[src/hw/rtl/anj_pkg.sv]
// anj_pkg: shared types, command codes, state encoding and saturating helpers
// for the averaged nodal jacobian block. No dependencies.
package anj_pkg;

	// default sizing of the mesh storage
	localparam int MAX_ELEMENTS_DEF          = 1024;
	localparam int MAX_NODES_DEF             = 2048;
	localparam int MAX_NODES_PER_ELEMENT_DEF = 8;

	// fixed field widths
	localparam int CMD_W   = 3;
	localparam int EIDX_W  = 10;
	localparam int VAL_W   = 32;
	localparam int NODE_W  = 11;
	localparam int NPORTS  = 8;
	localparam int SUM_W   = 48;
	localparam int ACC_W   = 64;
	localparam int AVG_W   = 35;
	localparam int CFGI_W  = 2;
	localparam int CFGD_W  = 12;
	localparam int NE_W    = 11;
	localparam int NN_W    = 12;
	localparam int NPE_W   = 4;
	localparam int DIVC_W  = 6;

	// 1.0 in Q8.24
	localparam logic signed [VAL_W-1:0] ONE_Q24 = 32'sh0100_0000;

	// command codes
	typedef enum logic [CMD_W-1:0] {
		CMD_CLEAR   = 3'd0,
		CMD_ADD     = 3'd1,
		CMD_SET     = 3'd2,
		CMD_COMPUTE = 3'd3,
		CMD_READ    = 3'd4
	} cmd_t;

	// configuration register indexes
	typedef enum logic [CFGI_W-1:0] {
		CFG_NUM_ELEMENTS = 2'd0,
		CFG_NUM_NODES    = 2'd1,
		CFG_NPE          = 2'd2
	} cfg_idx_t;

	// sequencer states
	typedef enum logic [4:0] {
		ST_CLR,
		ST_IDLE,
		ST_ADD_CONN,
		ST_ADD_RD,
		ST_ADD_UPD,
		ST_CZ,
		ST_CE_RD,
		ST_CE_MUL,
		ST_CK_RD,
		ST_CK_ID,
		ST_CK_UPD,
		ST_NM_RD,
		ST_NM_CHK,
		ST_NM_DIV,
		ST_AV_EL,
		ST_AV_RD,
		ST_AV_ID,
		ST_AV_ADD,
		ST_AV_DIV,
		ST_RD_OUT
	} state_t;

	// divider status toward the sequencer
	typedef struct packed {
		logic busy;
		logic done;
	} div_stat_t;

	// 48-bit volume sum plus a 32-bit volume, saturated
	function automatic logic [SUM_W-1:0] sat_add48(input logic [SUM_W-1:0] a,
			input logic [VAL_W-1:0] b);
		logic [SUM_W:0] s;
		s = {a[SUM_W-1], a} + {{(SUM_W-VAL_W+1){b[VAL_W-1]}}, b};
		if (s[SUM_W] != s[SUM_W-1])
			return s[SUM_W] ? {1'b1, {(SUM_W-1){1'b0}}} : {1'b0, {(SUM_W-1){1'b1}}};
		return s[SUM_W-1:0];
	endfunction

	// 64-bit accumulate, saturated to the signed 64-bit range
	function automatic logic [ACC_W-1:0] sat_add64(input logic [ACC_W-1:0] a,
			input logic [ACC_W-1:0] b);
		logic [ACC_W:0] s;
		s = {a[ACC_W-1], a} + {b[ACC_W-1], b};
		if (s[ACC_W] != s[ACC_W-1])
			return s[ACC_W] ? {1'b1, {(ACC_W-1){1'b0}}} : {1'b0, {(ACC_W-1){1'b1}}};
		return s[ACC_W-1:0];
	endfunction

endpackage

[src/hw/rtl/anj_div.sv]
// anj_div: shared restoring divider, signed 64-bit dividend by positive 48-bit
// divisor, one quotient bit per cycle, quotient saturated to 32 bits. Uses anj_pkg.
module anj_div (
	input  logic                           clk,
	input  logic                           arst_n,
	input  logic                           start,
	input  logic [anj_pkg::ACC_W-1:0]      dividend,
	input  logic [anj_pkg::SUM_W-1:0]      divisor,
	output anj_pkg::div_stat_t             stat,
	output logic [anj_pkg::VAL_W-1:0]      quot
);
	import anj_pkg::*;

	logic              busy_q;
	logic              done_q;
	logic [DIVC_W-1:0] cnt_q;
	logic [SUM_W-1:0]  rem_q;
	logic [ACC_W-1:0]  quo_q;
	logic [SUM_W-1:0]  dvs_q;
	logic              neg_q;
	logic [SUM_W:0]    trial;
	logic              fits;

	// one restoring step
	always_comb begin
		trial = {rem_q, quo_q[ACC_W-1]};
		fits  = (trial >= {1'b0, dvs_q});
	end

	// control
	always_ff @(posedge clk or negedge arst_n) begin
		if (!arst_n) begin
			busy_q <= 1'b0;
			done_q <= 1'b0;
			cnt_q  <= '0;
		end else begin
			done_q <= 1'b0;
			if (start) begin
				busy_q <= 1'b1;
				cnt_q  <= '0;
			end else if (busy_q) begin
				cnt_q <= cnt_q + 1'b1;
				if (cnt_q == {DIVC_W{1'b1}}) begin
					busy_q <= 1'b0;
					done_q <= 1'b1;
				end
			end
		end
	end

	// operands and partial results
	always_ff @(posedge clk) begin
		if (start) begin
			quo_q <= dividend[ACC_W-1] ? (~dividend + 1'b1) : dividend;
			neg_q <= dividend[ACC_W-1];
			dvs_q <= divisor;
			rem_q <= '0;
		end else if (busy_q) begin
			rem_q <= fits ? SUM_W'(trial - {1'b0, dvs_q}) : trial[SUM_W-1:0];
			quo_q <= {quo_q[ACC_W-2:0], fits};
		end
	end

	// sign and saturation of the magnitude quotient
	always_comb begin
		if (neg_q) begin
			if (quo_q > 64'h0000_0000_8000_0000)
				quot = 32'h8000_0000;
			else
				quot = VAL_W'(~quo_q + 1'b1);
		end else begin
			if (quo_q > 64'h0000_0000_7fff_ffff)
				quot = 32'h7fff_ffff;
			else
				quot = quo_q[VAL_W-1:0];
		end
	end

	assign stat.busy = busy_q;
	assign stat.done = done_q;

endmodule

[config.mk]
export PLATFORM = sky130hd
export DESIGN_NAME = anj_div
export DESIGN_NICKNAME = d
export VERILOG_FILES = /design/src/hw/rtl/anj_pkg.sv /design/src/hw/rtl/anj_div.sv
export SDC_FILE = /design/constraint.sdc
export NUM_CORES = 1
export LEC_CHECK = 0
export BUFFER_PORTS_ARGS = -buffer_cell sky130_fd_sc_hd__buf_2
export CORE_ASPECT_RATIO = 0.9
export CORE_MARGIN = 5
export CORE_UTILIZATION = 45
export DETAILED_ROUTE_END_ITERATION = 6
export PLACE_DENSITY = 0.67
export SYNTH_ARGS = -nofsm -noshare
export SYNTH_HDL_FRONTEND = slang
export SYNTH_SLANG_ARGS = --single-unit
[constraint.sdc]
create_clock -name clk -period 3.5 [get_ports clk]
set_clock_uncertainty 0.05 [all_clocks]
set_input_delay 0.175 -clock clk [delete_from_list [all_inputs] [get_ports clk]]
set_output_delay 0.175 -clock clk [all_outputs]
set_load 0.01 [all_outputs]
==> results.py, run 1 <==
metrics = {
    "placed_design": {
        "dpl_cell_area_um2": 13600,
        "routabilityCongestion": 0.937,
        "port-buffer-count": 148,
        "place.detailed.hpwl_mm": 23.6,
    },
    "sta": {
        "relSlewSlack": 0.128,
        "final-setup-viol-count": 32,
        "finalHoldViolations": 0,
        "rsz0062_at_grt": "true",
        "timing.final.crit_period_ps": 4190,
        "max_freq_mhz": 239,
        "period_share": 1.20,
        "fin_setup_tns_ps": -16310,
        "worst_slack_ps": -691,
        "slew_violations": 0,
        "worst_slew_pin_slew_ps": 1310,
        "fin_hold_ws_ps": 101,
    },
    "global_routing": {
        "grt_pass1_vias": 10907,
        "grt_max_degree": 230,
        "grt_usage": 0.221,
        "overflow": 0,
        "grt_first_pass_wirelength_mm": 55.2,
        "antenna_found_initial": 4,
    },
    "power_and_ir_drop": {
        "peakVddDrop_uv": 270,
        "p_per_area_nw_per_um2": 336,
        "p_leak_uw": 0.00649,
    },
    "logic_synthesis": {
        "synth_top_area_frac": 0.283,
        "syn-num-nets": 1608,
        "netlist_instances": 1441,
        "ys.flop_type": "edfxtp_1",
        "synth-seq-cells": 169,
        "ys_seq_area_frac": 0.380,
        "syn_area_per_cell_um2": 8.32,
        "synth_enable_flop_cells": 113,
        "synthArstFlopShare": 0.0473,
        "yosysTopAreaCell": "edfxtp_1",
        "synth_cell_types": 65,
        "netlist_area_um2": 12000,
        "synth_area_leaders": "edfxtp_1 28%, dfxtp_1 8.0%, a21oi_1 6.8%",
        "yosysWarnings": 0,
    },
    "setup_path": {
        "critPathBufInv": 6,
        "cp_max_fo": 6,
        "cp.required_ps": 3270,
        "slowest_delay_ps": 500,
        "cp-start-kind": "flip-flop",
        "cp-end-kind": "primary output",
        "critical_path_class": "flip-flop to primary output",
        "crit_chain": "buf_6, inv_4, ha_4, nor3b_4, nand3_2, or2_4, or4_4, or3_4, o21ai_2, nand2_2, buf_6, buf_12, buf_12, o21ai_4, nand2_1, o311ai_2, buf_2",
        "crit_slowest_cell": "or4_4",
        "crit_arrival_ps": 3970,
        "critPathTopFamily": "simple AND/OR/NAND/NOR gates",
    },
    "clock_tree": {
        "cts-root-buf": "clkbuf_16",
        "cts_sinks": 169,
        "cts_buffers": 17,
        "insertion_delay_ps": 430,
        "h-tree-depth": 4,
        "cts.clk_slew.worst_paths_ps": 70,
        "cts_tree": "yes",
        "ctsLongestPathBuffers": 2,
    },
    "route": {
        "drt_first_pass_iters": 6,
        "wl_per_cell_um": 17.4,
        "vias_per_cell": 5.77,
        "antenna_left": 0,
        "via_count": 11787,
        "top_layer": "met5",
        "wirelength_mm": 35.5,
        "drtIter0Drc": 1038,
        "drc": 0,
        "met3_length_mm": 1.81,
        "met2_length_mm": 16.1,
        "wl_met1_mm": 16.6,
    },
    "floorplan": {
        "die_area_um2": 30000,
        "ios": 149,
        "die_w_um": 182,
        "die_h_um": 165,
        "core_um2": 26100,
        "start_util": 0.459,
        "std_cell_rows": 56,
    },
    "job": {
        "maxCapViolations": 0,
    },
    "run_status": {
        "run_status": "finished, violations left",
        "failed_checks": "negative setup slack",
    },
    "finish": {
        "final_util": 0.598,
        "nets": 1845,
        "regArea_um2": 4560,
        "area_growth_pct": 30.4,
        "fillers": 2197,
        "multi_input_area_um2": 7550,
        "drive_gt1_frac": 0.237,
        "finalInstanceArea_um2": 15600,
    },
    "worst_hold_path": {
        "worst_hold_path_type": "input port to flip-flop",
    },
}
[cells in the mapped netlist (7+ instances only)]
cell / count
xnor2_1: 29
a31oi_1: 8
buf_1: 7
nor2b_1: 13
o21ai_0: 73
o31ai_1: 20
or3_1: 24
o21bai_1: 9
a21oi_1: 162
nor4_1: 19
clkbuf_1: 72
o311ai_0: 27
or4_1: 13
nand2_1: 123
edfxtp_1: 113
mux2i_1: 16
nand4_1: 25
dfxtp_1: 48
nor3_1: 40
dfrtp_1: 8
nor2_1: 190
xor2_1: 71
a21o_1: 29
nand2b_1: 15
o41ai_1: 8
ha_1: 51
a211oi_1: 42
nand3_1: 22
inv_1: 82
[metrics by stage]
| stage | std cells | power, uW | worst slack [ps] |
|---|---|---|---|
| after floorplan | 1441 | 2940 | -92.3 |
| after global placement | 1926 | 3270 | -153 |
| after detailed placement | 1926 | 3290 | -149 |
| after CTS | 2024 | 5190 | -546 |
| after global routing | 2042 | 5470 | -768 |
| final | 2044 | 5250 | -691 |
[area by class of cell]
class	instances	share of cell area
Antenna cell	5	0.000800
Sequential cell	169	0.291
Multi-Input combinational cell	1107	0.483
Timing Repair Buffer	301	0.142
Inverter	82	0.0202
Clock inverter	14	0.00776
Tap cell	348	0.0278
Clock buffer	18	0.0274
[state kept, by name (all words and copies together), names as in the netlist]
| name | cells |
|---|---|
| busy_q | 1 |
| rem_q | 48 |
| done_q | 1 |
| dvs_q | 48 |
| cnt_q | 6 |
| neg_q | 1 |
| quo_q | 64 |
[logic make-up (layout without fill, tap and decap cells)]
family                   Yosys count  in the layout  share of synthesized area
AND/OR/NAND/NOR                  518            518                      0.205
AO/OA/AOI/OAI                    418            418                      0.218
flip-flops                       169            169                      0.380
buffers and inverters            165            415                     0.0525
XOR/XNOR                         100            100                     0.0730
adder cells (fa/ha/maj)           52             52                     0.0549
multiplexers                      19             19                     0.0162
other                              0              5                          0
[cell usage in the layout (no fill, tap or decap), types with 19 or more instances in the layout]
cell	n
buf_4	84
buf_2	146
nor3_1	37
dfxtp_1	48
o21ai_0	54
xor2_1	71
nand3_1	21
nor2_1	189
edfxtp_1	113
nor4_1	19
a21oi_1	156
inv_1	78
dlygate4sd3_1	49
nand2_1	111
a211oi_1	38
nand4_1	25
ha_1	49
xnor2_1	29
a21o_1	29
[worst reg2reg max path, stage by stage, from the launching register on]
cell       delay, ps
edfxtp_1         350
inv_1             50
ha_2             190
fa_2             390
nand2b_4         170
a2111oi_4        360
buf_4            170
o21ai_2           60
nand4_1          210
buf_4            170
a31oi_4          100
o31ai_2          260
buf_4            170
nand2_1           70
or3_1            320
a31o_2           240
[layer usage]
layer	GRT usage	vias up
li1	-	5741
met4	0.0696	2
met3	0.0315	81
met5	0	-
met2	0.356	425
met1	0.310	5538
[power by group]
part,internal (uW),leakage (uW),switching (uW)
sequential,2300,0.00162,147
combinational,435,0.00460,557
clock,983,0.000269,826
total,3720,0.00649,1530
[path summary, 6_finish.rpt]
path / from / endpoint / slack [ps] / cells after the start
max in group asynchronous: arst_n / busy_q / 3090 / 2
hold / removal: dividend[31] / quo_q[31] / 100 / 3
hold reg to reg: rem_q[3] / rem_q[4] / 450 / 2
setup reg to reg: quo_q[63] / rem_q[46] / 90 / 15
min in group asynchronous: arst_n / cnt_q[0] / 120 / 2
setup / recovery: quo_q[0] / quot[3] / -690 / 17
[timing repair]
item                                    4_1_cts  5_1_grt
buffers inserted                             15       19
endpoints found under the hold margin        56        0
gates resized for setup                      86       73
endpoints found under the setup margin       35       66
pin swaps                                    25       38
cloned                                        4        0
hold buffers                                 49        0
(Power assumes the default switching activity.)
==> inputs of run 2 (changes only) <==
--- a/config.mk
+++ b/config.mk
@@ -9,6 +9,7 @@
 export CORE_ASPECT_RATIO = 0.9
 export CORE_MARGIN = 5
 export CORE_UTILIZATION = 45
+export CTS_BUF_LIST = sky130_fd_sc_hd__clkbuf_16
 export DETAILED_ROUTE_END_ITERATION = 6
 export PLACE_DENSITY = 0.67
 export SYNTH_ARGS = -nofsm -noshare
==> run 2 against run 1 <==
Against the previous run: combinational power is essentially flat; the run still ends with negative setup slack left; die area is the same; final cell count is the same; largest power group unchanged.
==> results.py, run 2 (synthesized netlist as in run 1, its figures left out) <==
metrics = {
    "finish": {
        "final_cell_mix": "189 x nor2_1, 156 x a21oi_1, 146 x buf_2",
        "area_growth_pct": 30.4,
        "largestRegisters": "quo_q x64, dvs_q x48, rem_q x48",
        "regMostFlops": "quo_q",
        "nets": 1845,
        "mostFrequentLayoutCell": "nor2_1",
        "final_util": 0.598,
        "largest_register_ffs": 64,
        "fillers": 2197,
        "drive_gt1_frac": 0.237,
    },
    "placed_design": {
        "routabilityCongestion": 0.937,
        "place.detailed.hpwl_mm": 23.6,
        "port-buffer-count": 148,
    },
    "setup_path": {
        "cp-end-kind": "primary output",
        "critPathTopFamily": "simple AND/OR/NAND/NOR gates",
        "r2r_slack_ps": 70,
        "critical_path_class": "flip-flop to primary output",
        "crit_chain": "buf_6, inv_4, ha_4, nor3b_4, nand3_2, or2_4, or4_4, or3_4, o21ai_2, nand2_2, buf_6, buf_12, buf_12, o21ai_4, nand2_1, o311ai_2, buf_2",
        "slowest_delay_ps": 500,
        "crit_slowest_cell": "or4_4",
        "cp-endpoint": "quot[3]",
        "reg2reg_from": "quo_q[63]",
        "crit_path_start": "quo_q[0]",
        "cp-start-kind": "flip-flop",
        "crit_arrival_ps": 3960,
        "critPathBufInv": 6,
        "cp.depth": 17,
        "r2r.worst_path.cells": 15,
        "cp_max_fo": 6,
        "reg2reg_to": "rem_q[46]",
        "cp.required_ps": 3270,
    },
    "global_routing": {
        "grt_pass1_vias": 10907,
        "grt_first_pass_wirelength_mm": 55.2,
        "antenna_found_initial": 4,
        "grt_max_degree": 230,
        "overflow": 0,
        "grt_usage": 0.221,
    },
    "sta": {
        "timing.final.crit_period_ps": 4190,
        "worst_slew_pin_slew_ps": 1320,
        "worst_slack_ps": -687,
        "rsz0062_at_grt": "true",
        "relSlewSlack": 0.117,
        "slew_violations": 0,
        "fin_setup_tns_ps": -16450,
        "period_share": 1.20,
        "finalHoldViolations": 0,
        "max_freq_mhz": 239,
        "final-setup-viol-count": 32,
    },
    "route": {
        "vias_per_cell": 5.75,
        "drt_first_pass_iters": 5,
        "drtIter0Drc": 1038,
        "antenna_left": 0,
        "drc": 0,
        "wirelength_mm": 35.5,
        "via_count": 11759,
        "wl_per_cell_um": 17.3,
    },
    "clock_tree": {
        "cts_buffers": 17,
        "cts.clk_slew.worst_paths_ps": 70,
        "cts_sinks": 169,
        "h-tree-depth": 4,
        "cts_tree": "yes",
        "cts-root-buf": "clkbuf_16",
        "insertion_delay_ps": 430,
        "ctsLongestPathBuffers": 2,
    },
    "run_status": {
        "failed_checks": "negative setup slack",
        "run_status": "finished, violations left",
    },
    "floorplan": {
        "start_util": 0.459,
        "die_h_um": 165,
        "ios": 149,
        "std_cell_rows": 56,
        "die_w_um": 182,
        "core_um2": 26100,
        "die_area_um2": 30000,
    },
    "worst_hold_path": {
        "worst_hold_path_type": "input port to flip-flop",
    },
    "job": {
        "maxCapViolations": 0,
    },
    "power_and_ir_drop": {
        "p_leak_uw": 0.00649,
        "peakVddDrop_uv": 272,
        "p_per_area_nw_per_um2": 336,
    },
}
run 2: through the flow:
step                area [um2]  cells  total power (uW)  hold slack, ps  setup WS, ps
floorplan                12100   1441              2940            -171         -92.3
global placement         13600   1926              3270           -20.3          -153
detailed placement       13600   1926              3290           -10.6          -149
CTS                      15200   2024              5190            77.1          -546
global route             15600   2042              5470             107          -768
finish                   15600   2044              5250            98.6          -687
run 2: timing repair:
item / CTS / global route
hold endpoints to repair: 56 / 0
hold buffers: 49 / 0
cloned: 4 / 0
setup buffers: 15 / 19
pin swaps: 25 / 38
gates resized for setup: 86 / 73
setup endpoints to repair: 35 / 66
run 2: worst min-delay path by stage:
stage / slack, ps / cells after the start / to / from
6_report: 100 / 3 / quo_q[31] / dividend[31]
5_1_grt: 110 / 3 / quo_q[31] / dividend[31]
4_1_cts: 80 / 3 / quo_q[31] / dividend[31]
3_5_place_dp: -10 / 1 / cnt_q[2] / arst_n
3_3_place_gp: -20 / 1 / cnt_q[4] / arst_n
2_1_floorplan: -170 / 0 / busy_q / arst_n
run 2: worst register-to-register path, cell delays in order, from the launching register on:
cell and delay (ps):
edfxtp_1 350, inv_1 50, ha_2 190, fa_2 390, nand2b_4 170, a2111oi_4 360, buf_4 170, o21ai_2 60
nand4_1 210, buf_4 170, a31oi_4 100, o31ai_2 260, buf_4 170, nand2_1 70, or3_1 320, a31o_2 240
run 2: final cells by class:
cell class,instances,area [um2],area share
clock inverter,15,125,0.00800
tap,348,435,0.0278
clock buffer,17,425,0.0272
sequential,169,4560,0.291
timing repair buffer,301,2220,0.142
multi-input combinational,1107,7550,0.483
inverter,82,315,0.0202
antenna,5,12.5,0.000800
run 2: per-layer routing:
layer / global-route usage / vias to the layer above / share of wire / routed length, um
li1: - / 5735 / - / -
met1: 0.310 / 5504 / 0.46 / 16400
met2: 0.356 / 444 / 0.46 / 16200
met3: 0.0315 / 74 / 0.056 / 1980
met4: 0.0696 / 2 / 0.025 / 899
met5: 0 / - / 0.00042 / 15
run 2: where the power goes:
part / internal, uW / switching [uW] / total, uW
Sequential: 2300 / 146 / 2450
Combinational: 434 / 557 / 992
Clock: 980 / 831 / 1810
